### src/hw/rtl/dker_pkg.sv
// ----------------------------------------------------------------------------
// dker_pkg
// Shared types and constants of the escape-key run-length decoder.
// ----------------------------------------------------------------------------
package dker_pkg;

   // Output lanes: the result carries four byte fields, so a group holds at
   // most four bytes whatever the lane count.
   localparam int LANES       = 4;
   localparam int GROUP_BYTES = (LANES < 4) ? LANES : 4;

   // Command queue between front and back
   localparam int QDEPTH = 4;
   localparam int QPTR_W = $clog2(QDEPTH);
   localparam int QCNT_W = $clog2(QDEPTH + 1);

   // Field widths
   localparam int BYTE_W  = 8;
   localparam int VCNT_W  = 3;
   localparam int CSR_IDX_W = 2;
   localparam int RSP_DATA_W = 40;

   // Configuration register indexes
   localparam logic [CSR_IDX_W-1:0] CSR_PRIMARY_KEY   = 2'd0;
   localparam logic [CSR_IDX_W-1:0] CSR_SECONDARY_KEY = 2'd1;
   localparam logic [CSR_IDX_W-1:0] CSR_SECONDARY_EN  = 2'd2;

   // One expansion command: emit count copies of value
   typedef struct packed {
      logic [BYTE_W-1:0] value;
      logic [BYTE_W-1:0] count;
   } cmd_type;

   // Queue status seen by both sides
   typedef struct packed {
      logic full;
      logic empty;
   } q_status_type;

endpackage

### src/hw/rtl/dker_front.sv
// ----------------------------------------------------------------------------
// dker_front
// Parses the compressed byte stream and issues expansion commands.
// ----------------------------------------------------------------------------
module dker_front
   import dker_pkg::*;
(
   input  logic                 clock,
   input  logic                 reset,
   input  logic                 req_tvalid,
   output logic                 req_tready,
   input  logic [BYTE_W-1:0]    req_tdata,
   input  logic                 csr_we,
   input  logic [CSR_IDX_W-1:0] csr_index,
   input  logic [BYTE_W-1:0]    csr_wdata,
   input  q_status_type         q_status,
   output logic                 push,
   output cmd_type              push_cmd
);

   localparam logic [1:0] PH_IDLE  = 2'd0;
   localparam logic [1:0] PH_COUNT = 2'd1;
   localparam logic [1:0] PH_VALUE = 2'd2;
   localparam logic [1:0] PH_SKIP  = 2'd3;

   logic [BYTE_W-1:0] prim_key_ff, prim_key_in;
   logic [BYTE_W-1:0] sec_key_ff, sec_key_in;
   logic              sec_en_ff, sec_en_in;
   logic [1:0]        phase_ff, phase_in;
   logic              key_sel_ff, key_sel_in;
   logic [BYTE_W-1:0] run_count_ff, run_count_in;
   logic [BYTE_W-1:0] esc_key_ff, esc_key_in;
   logic              accept;

   // Take a byte whenever the queue has room for a command
   assign req_tready = ~q_status.full;
   assign accept     = req_tvalid & req_tready;

   // Configuration writes
   always_comb begin
      prim_key_in = prim_key_ff;
      sec_key_in  = sec_key_ff;
      sec_en_in   = sec_en_ff;
      if (csr_we) begin
         case (csr_index)
            CSR_PRIMARY_KEY:   prim_key_in = csr_wdata;
            CSR_SECONDARY_KEY: sec_key_in  = csr_wdata;
            CSR_SECONDARY_EN:  sec_en_in   = csr_wdata[0];
            default: ;
         endcase
      end
   end

   // Escape parser: one byte per cycle while the queue has room, at most one command per byte
   always_comb begin
      phase_in     = phase_ff;
      key_sel_in   = key_sel_ff;
      run_count_in = run_count_ff;
      esc_key_in   = esc_key_ff;
      push         = 1'b0;
      push_cmd     = '{value: req_tdata, count: 8'd1};
      if (accept) begin
         case (phase_ff)
            PH_IDLE: begin
               if (req_tdata == prim_key_ff) begin
                  esc_key_in = req_tdata;
                  key_sel_in = 1'b0;
                  phase_in   = PH_COUNT;
               end else if (sec_en_ff && req_tdata == sec_key_ff) begin
                  esc_key_in = req_tdata;
                  key_sel_in = 1'b1;
                  phase_in   = PH_COUNT;
               end else begin
                  push = 1'b1;
               end
            end
            PH_COUNT: begin
               if (req_tdata == '0) begin
                  push           = 1'b1;
                  push_cmd.value = esc_key_ff;
                  phase_in       = PH_IDLE;
               end else begin
                  run_count_in = req_tdata;
                  phase_in     = PH_VALUE;
               end
            end
            PH_VALUE: begin
               push           = 1'b1;
               push_cmd.count = run_count_ff;
               phase_in       = key_sel_ff ? PH_SKIP : PH_IDLE;
            end
            default: begin
               // drop the trailing byte of a secondary-key run
               phase_in = PH_IDLE;
            end
         endcase
      end
   end

   always_ff @(posedge clock) begin
      if (reset) begin
         prim_key_ff  <= '0;
         sec_key_ff   <= '0;
         sec_en_ff    <= 1'b0;
         phase_ff     <= PH_IDLE;
         key_sel_ff   <= 1'b0;
         run_count_ff <= '0;
         esc_key_ff   <= '0;
      end else begin
         prim_key_ff  <= prim_key_in;
         sec_key_ff   <= sec_key_in;
         sec_en_ff    <= sec_en_in;
         phase_ff     <= phase_in;
         key_sel_ff   <= key_sel_in;
         run_count_ff <= run_count_in;
         esc_key_ff   <= esc_key_in;
      end
   end

endmodule

### src/hw/rtl/dker_cmd_fifo.sv
// ----------------------------------------------------------------------------
// dker_cmd_fifo
// Short command queue that decouples the parser from the expander.
// ----------------------------------------------------------------------------
module dker_cmd_fifo
   import dker_pkg::*;
(
   input  logic         clock,
   input  logic         reset,
   input  logic         push,
   input  cmd_type      push_cmd,
   input  logic         pop,
   output cmd_type      head_cmd,
   output q_status_type q_status
);

   cmd_type             entry_ff [QDEPTH];
   logic [QPTR_W-1:0]   wr_ptr_ff, wr_ptr_in;
   logic [QPTR_W-1:0]   rd_ptr_ff, rd_ptr_in;
   logic [QCNT_W-1:0]   fill_ff, fill_in;

   assign q_status.full  = (fill_ff == QCNT_W'(QDEPTH));
   assign q_status.empty = (fill_ff == '0);
   assign head_cmd       = entry_ff[rd_ptr_ff];

   // Advance pointers and fill count
   always_comb begin
      wr_ptr_in = push ? wr_ptr_ff + 1'b1 : wr_ptr_ff;
      rd_ptr_in = pop  ? rd_ptr_ff + 1'b1 : rd_ptr_ff;
      fill_in   = fill_ff;
      if (push && !pop) begin
         fill_in = fill_ff + 1'b1;
      end else if (pop && !push) begin
         fill_in = fill_ff - 1'b1;
      end
   end

   always_ff @(posedge clock) begin
      if (reset) begin
         wr_ptr_ff <= '0;
         rd_ptr_ff <= '0;
         fill_ff   <= '0;
      end else begin
         wr_ptr_ff <= wr_ptr_in;
         rd_ptr_ff <= rd_ptr_in;
         fill_ff   <= fill_in;
      end
   end

   // Store commands; payload needs no reset
   always_ff @(posedge clock) begin
      if (push) begin
         entry_ff[wr_ptr_ff] <= push_cmd;
      end
   end

   a_no_overflow: assert property (@(posedge clock) disable iff (reset)
      push |-> (!q_status.full || pop))
      else $error("command queue written while full");

   a_no_underflow: assert property (@(posedge clock) disable iff (reset)
      pop |-> !q_status.empty)
      else $error("command queue read while empty");

endmodule

### src/hw/rtl/dker_back.sv
// ----------------------------------------------------------------------------
// dker_back
// Expands commands into groups of up to four bytes behind an output register.
// ----------------------------------------------------------------------------
module dker_back
   import dker_pkg::*;
(
   input  logic                  clock,
   input  logic                  reset,
   input  q_status_type          q_status,
   input  cmd_type               head_cmd,
   output logic                  pop,
   output logic                  rsp_tvalid,
   input  logic                  rsp_tready,
   output logic [RSP_DATA_W-1:0] rsp_tdata,
   output logic                  rsp_tlast
);

   logic                 cur_valid_ff, cur_valid_in;
   logic [BYTE_W-1:0]    remain_ff, remain_in;
   logic [BYTE_W-1:0]    value_ff, value_in;
   logic                 out_valid_ff, out_valid_in;
   logic [BYTE_W-1:0]    lane_ff [4];
   logic [BYTE_W-1:0]    lane_in [4];
   logic [VCNT_W-1:0]    vcnt_ff, vcnt_in;
   logic                 last_ff, last_in;
   logic                 adv;
   logic                 fin;
   logic [VCNT_W-1:0]    take;

   // Group size and end of the current command
   assign take = (remain_ff >= BYTE_W'(GROUP_BYTES)) ? VCNT_W'(GROUP_BYTES)
                                                      : remain_ff[VCNT_W-1:0];
   assign fin  = (remain_ff <= BYTE_W'(GROUP_BYTES));
   assign adv  = cur_valid_ff & (~out_valid_ff | rsp_tready);
   assign pop  = ~q_status.empty & (~cur_valid_ff | (adv & fin));

   // Fill lanes below the group size, zero the rest
   always_comb begin
      for (int j = 0; j < 4; j++) begin
         lane_in[j] = (VCNT_W'(j) < take) ? value_ff : '0;
      end
      vcnt_in = take;
      last_in = fin;
   end

   // Current command and output register
   always_comb begin
      cur_valid_in = cur_valid_ff;
      remain_in    = remain_ff;
      value_in     = value_ff;
      if (pop) begin
         cur_valid_in = 1'b1;
         remain_in    = head_cmd.count;
         value_in     = head_cmd.value;
      end else if (adv) begin
         remain_in = remain_ff - BYTE_W'(take);
         if (fin) begin
            cur_valid_in = 1'b0;
         end
      end
      if (adv) begin
         out_valid_in = 1'b1;
      end else if (rsp_tready) begin
         out_valid_in = 1'b0;
      end else begin
         out_valid_in = out_valid_ff;
      end
   end

   always_ff @(posedge clock) begin
      if (reset) begin
         cur_valid_ff <= 1'b0;
         out_valid_ff <= 1'b0;
      end else begin
         cur_valid_ff <= cur_valid_in;
         out_valid_ff <= out_valid_in;
      end
   end

   always_ff @(posedge clock) begin
      remain_ff <= remain_in;
      value_ff  <= value_in;
      if (adv) begin
         for (int j = 0; j < 4; j++) begin
            lane_ff[j] <= lane_in[j];
         end
         vcnt_ff <= vcnt_in;
         last_ff <= last_in;
      end
   end

   assign rsp_tvalid = out_valid_ff;
   assign rsp_tlast  = last_ff;
   assign rsp_tdata  = {{(RSP_DATA_W - 4 * BYTE_W - VCNT_W){1'b0}}, vcnt_ff,
                        lane_ff[3], lane_ff[2], lane_ff[1], lane_ff[0]};

   a_count_range: assert property (@(posedge clock) disable iff (reset)
      out_valid_ff |-> (vcnt_ff != '0 && vcnt_ff <= VCNT_W'(GROUP_BYTES)))
      else $error("group byte count out of range");

   a_live_cmd: assert property (@(posedge clock) disable iff (reset)
      cur_valid_ff |-> remain_ff != '0)
      else $error("active command with nothing left to emit");

   a_top_lane_zero: assert property (@(posedge clock) disable iff (reset)
      (out_valid_ff && vcnt_ff != VCNT_W'(4)) |-> lane_ff[3] == '0)
      else $error("unused lane not cleared");

endmodule

### src/hw/rtl/dual_key_escape_rle_decoder.sv
// ----------------------------------------------------------------------------
// dual_key_escape_rle_decoder
// Escape-key run-length decoder with a primary and an optional secondary key.
// ----------------------------------------------------------------------------
// A literal byte passes through the command queue, the current-command
//   register and the output register before rsp_tvalid rises for it.
// Throughput: one input byte per cycle while the four-entry command queue has
//   room; a run leaves in groups of up to four bytes, set by the four-lane
//   output register, and a full queue holds req_tready low.
// Reset: synchronous; clears keys, enable, parser state, queue and expander.
module dual_key_escape_rle_decoder
   import dker_pkg::*;
(
   input  logic                  clock,
   input  logic                  reset,
   input  logic                  req_tvalid,
   output logic                  req_tready,
   input  logic [BYTE_W-1:0]     req_tdata,   // [7:0] in_byte
   output logic                  rsp_tvalid,
   input  logic                  rsp_tready,
   // [7:0] out_byte0, [15:8] out_byte1, [23:16] out_byte2, [31:24] out_byte3,
   // [34:32] valid_count, [39:35] zero
   output logic [RSP_DATA_W-1:0] rsp_tdata,
   output logic                  rsp_tlast,   // last_of_run
   input  logic                  csr_we,
   input  logic [CSR_IDX_W-1:0]  csr_index,
   input  logic [BYTE_W-1:0]     csr_wdata
);

   q_status_type q_status;
   logic         push;
   logic         pop;
   cmd_type      push_cmd;
   cmd_type      head_cmd;

   dker_front u_front (
      .clock      (clock),
      .reset      (reset),
      .req_tvalid (req_tvalid),
      .req_tready (req_tready),
      .req_tdata  (req_tdata),
      .csr_we     (csr_we),
      .csr_index  (csr_index),
      .csr_wdata  (csr_wdata),
      .q_status   (q_status),
      .push       (push),
      .push_cmd   (push_cmd)
   );

   dker_cmd_fifo u_fifo (
      .clock    (clock),
      .reset    (reset),
      .push     (push),
      .push_cmd (push_cmd),
      .pop      (pop),
      .head_cmd (head_cmd),
      .q_status (q_status)
   );

   dker_back u_back (
      .clock      (clock),
      .reset      (reset),
      .q_status   (q_status),
      .head_cmd   (head_cmd),
      .pop        (pop),
      .rsp_tvalid (rsp_tvalid),
      .rsp_tready (rsp_tready),
      .rsp_tdata  (rsp_tdata),
      .rsp_tlast  (rsp_tlast)
   );

endmodule

### config.mk
export PLATFORM = sky130hd
export DESIGN_NAME = dual_key_escape_rle_decoder
export DESIGN_NICKNAME = d
export VERILOG_FILES = /design/src/hw/rtl/dker_pkg.sv /design/src/hw/rtl/dker_front.sv /design/src/hw/rtl/dker_cmd_fifo.sv /design/src/hw/rtl/dker_back.sv /design/src/hw/rtl/dual_key_escape_rle_decoder.sv
export SDC_FILE = /design/constraint.sdc
export NUM_CORES = 1
export LEC_CHECK = 0
export BUFFER_PORTS_ARGS = -buffer_cell sky130_fd_sc_hd__buf_2
export CELL_PAD_IN_SITES_DETAIL_PLACEMENT = 1
export CELL_PAD_IN_SITES_GLOBAL_PLACEMENT = 1
export CORE_MARGIN = 4
export CORE_UTILIZATION = 40
export CTS_BUF_LIST = sky130_fd_sc_hd__clkbuf_2
export DETAILED_ROUTE_END_ITERATION = 12
export PLACE_DENSITY_LB_ADDON = 0.1
export SLEW_MARGIN = 10
export SYNTH_ARGS = -nofsm -noshare
export SYNTH_HDL_FRONTEND = slang
export SYNTH_SLANG_ARGS = --single-unit
### constraint.sdc
create_clock -name clock -period 5.6 [get_ports clock]
set_input_delay 0.28 -clock clock [delete_from_list [all_inputs] [get_ports clock]]
set_output_delay 0.28 -clock clock [all_outputs]
set_load 0.01 [all_outputs]
### Word level (Yosys, flattened, before mapping)

Memories as Yosys holds them, arrays and structs flattened. A register that Yosys moved wholly into a read port is not among the register bits.
Index checks and enable logic that the tools add are counted.

| storage, ports and cells | value |
|---|---|
| bits in writable memories | 96 |
| register bits | 65 |
| memories | 2 |
| input port bits | 23 |
| output and inout port bits | 43 |
| logic and storage cells | 107 |

Memory list:

| memory | words | bits a word | rd ports | clocked after memory_dff | wr ports | line | text |
|---|---|---|---|---|---|---|---|
| u_fifo.entry_ff | 4 | 16 | 1 | 1 | 1 | dker_cmd_fifo.sv:17 | `cmd_type entry_ff [QDEPTH];` |
| u_back.lane_ff | 4 | 8 | 4 | 0 | 4 | dker_back.sv:23 | `logic [BYTE_W-1:0] lane_ff [4];` |

| cells by class | value |
|---|---|
| bitwise logic cells | 11 |
| reductions and logical operators | 21 |
| $lt $le $gt $ge | 6 |
| $add $sub $neg | 5 |
| eq/ne operators | 8 |
| multiplexer cells | 38 |

Operators by type and width:

| kind | number |
|---|---|
| $mux 8 | 11 |
| $eq 8x8->1 | 2 |
| $mux 16 | 1 |
| $mux 1 | 15 |
| $mux 2 | 6 |
| $reduce_and 2->1 | 5 |
| $reduce_bool 2->1 | 5 |
| $mux 3 | 3 |
| $ge 8x3->1 const B | 1 |
| $le 8x3->1 const B | 1 |
| $logic_not 8->1 | 1 |
| $sub 8x3->8 | 1 |
| $lt 1x3->1 const A | 2 |
| $lt 2x3->1 const A | 2 |
| $pmux 2 s3 | 1 |
| $reduce_and 3->1 | 2 |
| $not 1->1 | 5 |
| $add 2x1->2 const B | 2 |
| $and 1x1->1 | 4 |
| $eq 2x1->1 const B | 2 |
| $eq 2x2->1 const B | 2 |
| $logic_not 2->1 | 2 |
| $add 3x1->3 const B | 1 |
| $eq 3x3->1 const B | 1 |
| 7 further kinds | 11 |

### Logic depth before layout (Yosys ltp)

Gate-level depths: netlist of the first run.

| depth | value |
|---|---|
| depth in word-level cells | 10 |
| depth in mapped cells | 11 |
| mapped depth without buffers | 10 |

### Modules after synthesis

A second synthesis of the first run with hierarchy kept.

| unflattened totals | value |
|---|---|
| cells, all modules | 466 |
| area total of the unflattened synthesis | 6,722.7 sq um |

Modules (own cells, without submodules):

| module | seq. area each (sq um) | cells an instance | times used | area an instance (sq um) |
|---|---|---|---|---|
| dker_cmd_fifo | 2,102.0 | 128 | 1 | 2,775.2 |
| dker_back | 1,601.5 | 146 | 1 | 2,228.4 |
| dker_front | 720.7 | 192 | 1 | 1,719.1 |

### Worst setup path after synthesis of the first run

No wires, ideal clock.

| timing | value |
|---|---|
| path kind | flip-flop to flip-flop |
| from | register u_back.out_valid_ff, in the netlist u_back.rsp_tvalid |
| to | register u_back.remain_ff[0], enable pin |
| clock period less this slack | 2,896 ps |
| data arrival time | 2,582 ps |
| buffers on the path | 0 |
| setup time | 314 ps |
| data required time | 5,286 ps |
| stages on the path, launching flop included | 4 |
| setup slack | 2,704 ps |
| cells stage by stage | dfxtp_1 -> nor2b_1 -> nor2b_1 -> or2_2 |

| on the way | value |
|---|---|
| cells in the longest elaborated chain, start to end | 7 |

RTL lines:

| what | line | text |
|---|---|---|
| from (decl) | dker_back.sv:22 | `logic out_valid_ff, out_valid_in;` |
| from (signal assigned) | dker_back.sv:77 | `out_valid_ff <= out_valid_in;` |
| $not 1->1 (*) | dker_back.sv:35 | `assign adv = cur_valid_ff & (~out_valid_ff \| rsp_tready);` |
| $or 1x1->1 (*) | dker_back.sv:35 |  |
| $and 1x1->1 (*) | dker_back.sv:35 |  |
| net u_back.adv | dker_back.sv:27 | `logic adv;` |
| $and 1x1->1 | dker_back.sv:36 | `assign pop = ~q_status.empty & (~cur_valid_ff \| (adv & fin));` |
| $or 1x1->1 | dker_back.sv:36 |  |
| $and 1x1->1 | dker_back.sv:36 |  |
| $reduce_bool 2->1 (no line) (*) | -- |  |
| to (signal assigned) | dker_back.sv:82 | `remain_ff <= remain_in;` |
| to (decl) | dker_back.sv:20 | `logic [BYTE_W-1:0] remain_ff, remain_in;` |

Mark *: on every way through the listed nets, which the timed path passes. The rest lies on a longest branch.
A chain may end at the register's enable or synchronous reset.

### Worst setup path in the final report of the first run

| timing | value |
|---|---|
| from | register u_fifo.fill_ff[0] |
| to | register u_fifo.fill_ff[2] |

| on the way | value |
|---|---|
| cells in the longest elaborated chain, start to end | 7 |
| elaborated cells between the ends (all ways) | 16 |
| those cells by class | add/sub (2); eq/ne (1); mux (3); bitwise (4); reduce/logical (6) |

RTL lines:

| what | line | text |
|---|---|---|
| from (decl) | dker_cmd_fifo.sv:20 | `logic [QCNT_W-1:0] fill_ff, fill_in;` |
| from (signal assigned) | dker_cmd_fifo.sv:46 | `fill_ff <= fill_in;` |
| $eq 3x3->1 (*) | dker_cmd_fifo.sv:22 | `assign q_status.full = (fill_ff == QCNT_W'(QDEPTH));` |
| $not 1->1 (*) | dker_front.sv:36 | `assign req_tready = ~q_status.full;` |
| $and 1x1->1 (*) | dker_front.sv:37 | `assign accept = req_tvalid & req_tready;` |
| $mux 1 (*) | dker_front.sv:62 | `if (accept) begin` |
| net push | dual_key_escape_rle_decoder.sv:31 | `logic push;` |
| $logic_not 1->1 | dker_cmd_fifo.sv:33 | `end else if (pop && !push) begin` |
| $logic_and 1x1->1 | dker_cmd_fifo.sv:33 |  |
| $reduce_bool 2->1 (no line) | -- |  |

Mark *: on every way through the listed nets, which the timed path passes. The rest lies on a longest branch. The select of a mux whose other input is x is not followed.

==> metrics, run 1 <==
cells along the critical path or3b_1, nand2_2, nor4b_2, a211o_2, ha_1, inv_1, fa_1, xor2_1, or3_1, a21oi_1; Reg clk slew, reported paths 0.24 ns; WP buf/inv 1; Yosys top cell area share 51.5%; count of buffers from port buffering 60; dominant synthesized flop cell sky130_fd_sc_hd__edfxtp_1; via count of the routed design 3794; worst min-delay path class in2reg; global-route usage over all layers 14.5%; Worst setup SP type flip-flop; Worst Path Max Fanout 9; maximum number of pins on one net before global-route repair 58; Yosys reg bits 163; number of enable-type register cells in the synthesized netlist 116; first-pass GRT wire length 21700 um; library cell with the highest instance count after synthesis sky130_fd_sc_hd__edfxtp_1; leftover overflow at the end of global routing 0; count of boundary I/O pins 66; FP Rows 47; Final Hold Violating Endpoints 0; final core utilization 46.9%; count of H-tree levels built during CTS 4; Worst Setup Slack post-DPL 2.18 ns; Avg Vias per Cell 4.85; result of the run completed; FFs w/ async S/R, synth 0%; slack of the worst reg-to-reg path 2.28 ns; mean routed wirelength per cell 16.5 um; Finish-stage setup viols 0; measured slew at the worst slew-check pin 0.981 ns; total power divided by cell area 416 mW/mm^2; Detailed Route Iter0 Violations 198; fraction of final layout cells with drive strength greater than 1 22.4%; number of buffers on the longest clock path 2; Layout area overhead 15.0%; Crit path largest cell delay 0.83 ns; final critical path time including I/O delays and setup 3.32 ns; latest clock arrival within the worst-skew pair 0.71 ns; slowest stage cell on the critical path sky130_fd_sc_hd__nor4b_2; TritonCTS clock tree built; average footprint of a synthesized cell 14.6 sq um; sum of negative setup slack 0 ns; clock skew 0.0355 ns; Final GP Congestion 0.727; Max Clk Rate 0.301 GHz; number of instances resized during post-cts repair 0; kind of critical path reg2reg; total number of clock tree sinks 163; Arr. time, crit path 3.96 ns; Area contributors post-synth sky130_fd_sc_hd__edfxtp_1 52%, sky130_fd_sc_hd__dfxtp_1 14%, sky130_fd_sc_hd__mux4_2 5.3%; fraction of the yosys area taken by sequential cells 65.4%; # nets final 579; vias in the first global route 4073; leading cell types by count after synthesis 116 x sky130_fd_sc_hd__edfxtp_1, 47 x sky130_fd_sc_hd__dfxtp_1, 45 x sky130_fd_sc_hd__nor2_1; # Post-CTS Setup Buffers 0; horizontal extent of the die 138 um; 1st-pass router iterations 4; number of pins exceeding their max-slew limit in the final report 0; CP required 6.23 ns; kind of cell with the highest combined delay on the critical path simple AND/OR/NAND/NOR gates; Post-Syn Instances 464; cts bufs inserted 17; initial antenna violation count 1; setup slack of the critical path after layout 2.28 ns; CORE AREA 0.0166 sq mm; Final ANT Viol Nets 0; leakage power figure 2.87 nW; synth warn 0; floorplan die height 138 um; total wire length 12900 um; DRC violations left 0; maximum resistive drop on vdd 0.130 mV; cell type with the highest aggregate area in the netlist sky130_fd_sc_hd__edfxtp_1; Crit. End Element flip-flop; area of the mapped netlist 0.00676 sq mm; final period utilization 59.4%; Max-cap violations 0; unrepaired setup endpoints after global routing no; starting utilization of the core area 40.8%; HPWL after DPL 9080 um; normalized max-slew margin 34.5%; die area 0.0190 sq mm; Cell variety after synth 51; clock root buffer sky130_fd_sc_hd__clkbuf_2
power breakdown:
| part | leakage (nW) | internal (mW) | switching, mW |
|---|---|---|---|
| Clock | 0.154 | 0.293 | 0.399 |
| Combinational | 1.22 | 0.364 | 0.440 |
| Sequential | 1.49 | 1.61 | 0.129 |
| Total | 2.87 | 2.26 | 0.968 |
worst paths after layout:
check,from,end,cells after the start
worst min register to register,u_front.esc_key_ff[4],u_front.esc_key_ff[4],2
worst max register to register,u_fifo.fill_ff[0],u_fifo.fill_ff[2],10
worst max-delay path,u_fifo.fill_ff[0],u_fifo.fill_ff[2],10
worst min-delay path,reset,u_front.run_count_ff[1],2
layer usage:
layer  routed length, um  track usage [%]  share of wire (%)
met2                6670             25.1                 52
met5                   0                0                  0
met4                 194             4.99                1.5
met1                5550             17.3                 43
met3                 496             4.21                3.8
area by class of cell:
cell class / instances / area [sq um]
well taps: 220 / 275
repair buffers: 85 / 543
fillers: 1695 / 8810
multi-input cells: 276 / 2230
clock buffers: 18 / 90.1
flip-flops and latches: 163 / 4420
inverters: 6 / 22.5
clock inverters: 14 / 185
diodes: 1 / 2.50
cells in the final DEF (no fill, tap or decap), types with 5 or more instances in the layout:
cell type	n
sky130_fd_sc_hd__mux2i_1	35
sky130_fd_sc_hd__nand2b_1	16
sky130_fd_sc_hd__buf_2	60
sky130_fd_sc_hd__mux4_2	16
sky130_fd_sc_hd__inv_1	6
sky130_fd_sc_hd__conb_1	6
sky130_fd_sc_hd__dfxtp_1	47
sky130_fd_sc_hd__ha_1	6
sky130_fd_sc_hd__edfxtp_1	116
sky130_fd_sc_hd__nand2_1	6
sky130_fd_sc_hd__or3_1	5
sky130_fd_sc_hd__a21oi_1	8
sky130_fd_sc_hd__xor2_1	20
sky130_fd_sc_hd__a21o_1	7
sky130_fd_sc_hd__dlygate4sd3_1	22
sky130_fd_sc_hd__clkbuf_2	18
sky130_fd_sc_hd__nor2b_1	18
sky130_fd_sc_hd__and2_1	29
sky130_fd_sc_hd__nor2_1	45
sequential cells by signal, indices dropped and copies added, names as in the netlist, 3 cells and up, named ones only:
name                  count
u_front.prim_key_ff       8
u_front.run_count_ff      8
u_front.esc_key_ff        8
u_back.remain_ff          8
u_fifo.fill_ff            3
u_back.value_ff           8
u_back.lane_ff           32
u_fifo.entry_ff          64
u_back.vcnt_ff            3
u_front.sec_key_ff        8
logic make-up after synthesis:
logic type / share of synthesized area (%)
flip-flops: 65.4
AO/OA/AOI/OAI: 3.74
AND/OR/NAND/NOR: 13.5
XOR/XNOR: 2.98
buffers and inverters: 1.94
other: 0.111
adder cells (fa/ha/maj): 1.41
multiplexers: 10.8
metrics by stage:
step | instances | total power [mW] | instance area, sq um | hold WS (ns)
finish | 783 | 3.23 | 7780 | 0.196
global route | 783 | 3.46 | 7780 | 0.0986
global placement | 728 | 2.55 | 7280 | 0.459
CTS | 782 | 3.29 | 7770 | 0.0943
floorplan | 468 | 2.32 | 6780 | 0.424
detailed placement | 728 | 2.58 | 7280 | 0.474
repair_timing:
action | in CTS | in global routing
setup endpoints to repair | 0 | 0
hold buffers | 22 | 0
endpoints found under the hold margin | 68 | 0
(Power assumes the default switching activity.)
==> run 2: changes to the inputs <==
==> constraint.sdc (replaced) <==
create_clock -name clock -period 2.9 [get_ports clock]
set_input_delay 0.145 -clock clock [delete_from_list [all_inputs] [get_ports clock]]
set_output_delay 0.145 -clock clock [all_outputs]
set_load 0.01 [all_outputs]
==> metrics, run 2 (synthesis gave the netlist of run 1 again) <==
initial antenna violation count 1; number of flip-flops in the largest register 64; total wire length 13500 um; Max Clk Rate 0.372 GHz; 1st-pass router iterations 4; slowest stage cell on the critical path sky130_fd_sc_hd__dfxtp_2; sum of negative setup slack 0 ns; clock root buffer sky130_fd_sc_hd__clkbuf_2; total number of clock tree sinks 163; FP Rows 47; Final Hold Violating Endpoints 0; first-pass GRT wire length 22400 um; clock skew 0.0239 ns; # nets final 596; cts bufs inserted 17; horizontal extent of the die 138 um; vias in the first global route 4190; Layout area overhead 16.4%; registers with the highest flip-flop counts u_fifo.entry_ff x64, u_back.lane_ff x32; Reg with most FFs u_fifo.entry_ff; starting utilization of the core area 40.8%; fraction of final layout cells with drive strength greater than 1 24.7%; final critical path time including I/O delays and setup 2.69 ns; Detailed Route Iter0 Violations 174; setup slack of the critical path after layout 0.213 ns; area occupied by multi-input gates 0.00224 sq mm; CORE AREA 0.0166 sq mm; DRC violations left 0; Crit. End Element flip-flop; cells along the critical path or3b_1, nand2_2, nor4b_2, a211o_2, ha_1, inv_1, fa_1, xor2_1, or3_1, a21oi_1; final-layout fill cell count 1712; Crit path largest cell delay 0.43 ns; unrepaired setup endpoints after global routing no; Reg clk slew, reported paths 0.23 ns; commonest cells after routing, fill and taps aside 116 x sky130_fd_sc_hd__edfxtp_1, 60 x sky130_fd_sc_hd__buf_2, 45 x sky130_fd_sc_hd__nor2_1, 45 x sky130_fd_sc_hd__dfxtp_1, 35 x sky130_fd_sc_hd__mux2i_1; leakage power figure 2.94 nW; Final ANT Viol Nets 0; via count of the routed design 3948; count of buffers from port buffering 60; result of the run completed; normalized max-slew margin 41.2%; maximum resistive drop on vdd 0.268 mV; kind of critical path reg2reg; floorplan die height 138 um; leftover overflow at the end of global routing 0; Worst Setup Slack post-DPL 0.173 ns; Final GP Congestion 0.755; total design power 6.13 mW; CP required 3.56 ns; Worst setup SP type flip-flop; TritonCTS clock tree built; HPWL after DPL 9410 um; Arr. time, crit path 3.35 ns; WP buf/inv 1; number of buffers on the longest clock path 2; number of pins exceeding their max-slew limit in the final report 0; Worst Path Max Fanout 9; worst min-delay path class in2reg; count of H-tree levels built during CTS 4; sequential cell area 0.00443 sq mm; Avg Vias per Cell 4.94; final period utilization 92.6%; count of boundary I/O pins 66; Max-cap violations 0; total power divided by cell area 779 mW/mm^2; measured slew at the worst slew-check pin 0.882 ns; latest clock arrival within the worst-skew pair 0.72 ns; leading cell type in the layout, fill and taps excluded sky130_fd_sc_hd__edfxtp_1; maximum number of pins on one net before global-route repair 45; global-route usage over all layers 14.9%; die area 0.0190 sq mm; mean routed wirelength per cell 16.9 um; kind of cell with the highest combined delay on the critical path simple AND/OR/NAND/NOR gates; Finish-stage setup viols 0; worst slack on hold paths 0.202 ns
[run 2: cell count changes in the layout (fill, tap and decap cells not counted)]
cell                            before  now
sky130_fd_sc_hd__dfxtp_1            47   45
sky130_fd_sc_hd__dfxtp_2             0    2
sky130_fd_sc_hd__dlygate4sd3_1      22   27
sky130_fd_sc_hd__clkinv_1            3    1
sky130_fd_sc_hd__clkinvlp_4          3    2
sky130_fd_sc_hd__clkinv_4            1    5
sky130_fd_sc_hd__nor3b_1             2    1
sky130_fd_sc_hd__clkinv_2            1    2
sky130_fd_sc_hd__buf_4               3   15
sky130_fd_sc_hd__bufinv_16           4    1
sky130_fd_sc_hd__nor3b_2             0    1
sky130_fd_sc_hd__inv_8               0    1
[run 2: path summary, 6_finish.rpt]
kind	from	to	slack (ns)	cells after the start
setup / recovery	u_fifo.fill_ff[0]	u_fifo.fill_ff[2]	0.21	10
hold / removal	csr_wdata[1]	u_front.sec_key_ff[1]	0.20	4
setup reg to reg	u_fifo.fill_ff[0]	u_fifo.fill_ff[2]	0.21	10
hold reg to reg	u_front.esc_key_ff[0]	u_front.esc_key_ff[0]	0.49	2
[run 2: metal layers]
layer  global-route usage [%]  share of wire, %
met5                        0                 0
met4                     5.56               1.4
met3                     3.90               4.1
met2                     26.7                53
met1                     17.1                41
[run 2: layout make-up]
cell class | count | area share [%]
antenna | 1 | 0.0318
clock inverter | 14 | 1.67
clock buffer | 18 | 1.14
timing repair buffer | 102 | 8.68
inverter | 6 | 0.286
multi-input combinational | 276 | 28.5
tap | 220 | 3.50
sequential | 163 | 56.2
[run 2: per-stage QoR]
step	area [sq um]	instances	utilization, %
floorplan	6780	468	-
global placement	7370	740	44.4
detailed placement	7370	740	44.4
CTS	7860	799	47.4
global route	7870	800	47.5
finish	7870	800	47.5
[run 2: repair_timing]
action                                  4_1_cts  5_1_grt
endpoints found under the hold margin        78        0
endpoints found under the setup margin        0        1
setup buffers                                 0        0
gates resized for setup                       0        3
hold buffers                                 27        0
[run 2: worst reg2reg max path, cell delays in order (launching register included)]
cell                      delay (ns)
sky130_fd_sc_hd__dfxtp_2        0.43
sky130_fd_sc_hd__or3b_1         0.19
sky130_fd_sc_hd__nand2_2        0.17
sky130_fd_sc_hd__nor4b_2        0.35
sky130_fd_sc_hd__a211o_2        0.24
sky130_fd_sc_hd__ha_1           0.21
sky130_fd_sc_hd__inv_1          0.07
sky130_fd_sc_hd__fa_1           0.37
sky130_fd_sc_hd__xor2_1         0.16
sky130_fd_sc_hd__or3_1          0.31
sky130_fd_sc_hd__a21oi_1        0.14
[run 2: report_power, final]
group,internal [mW],leakage [nW],total (mW),switching [mW]
combinational,0.758,1.31,1.61,0.849
clock,0.325,0.134,1.14,0.813
sequential,3.10,1.49,3.39,0.286
total,4.19,2.94,6.13,1.95
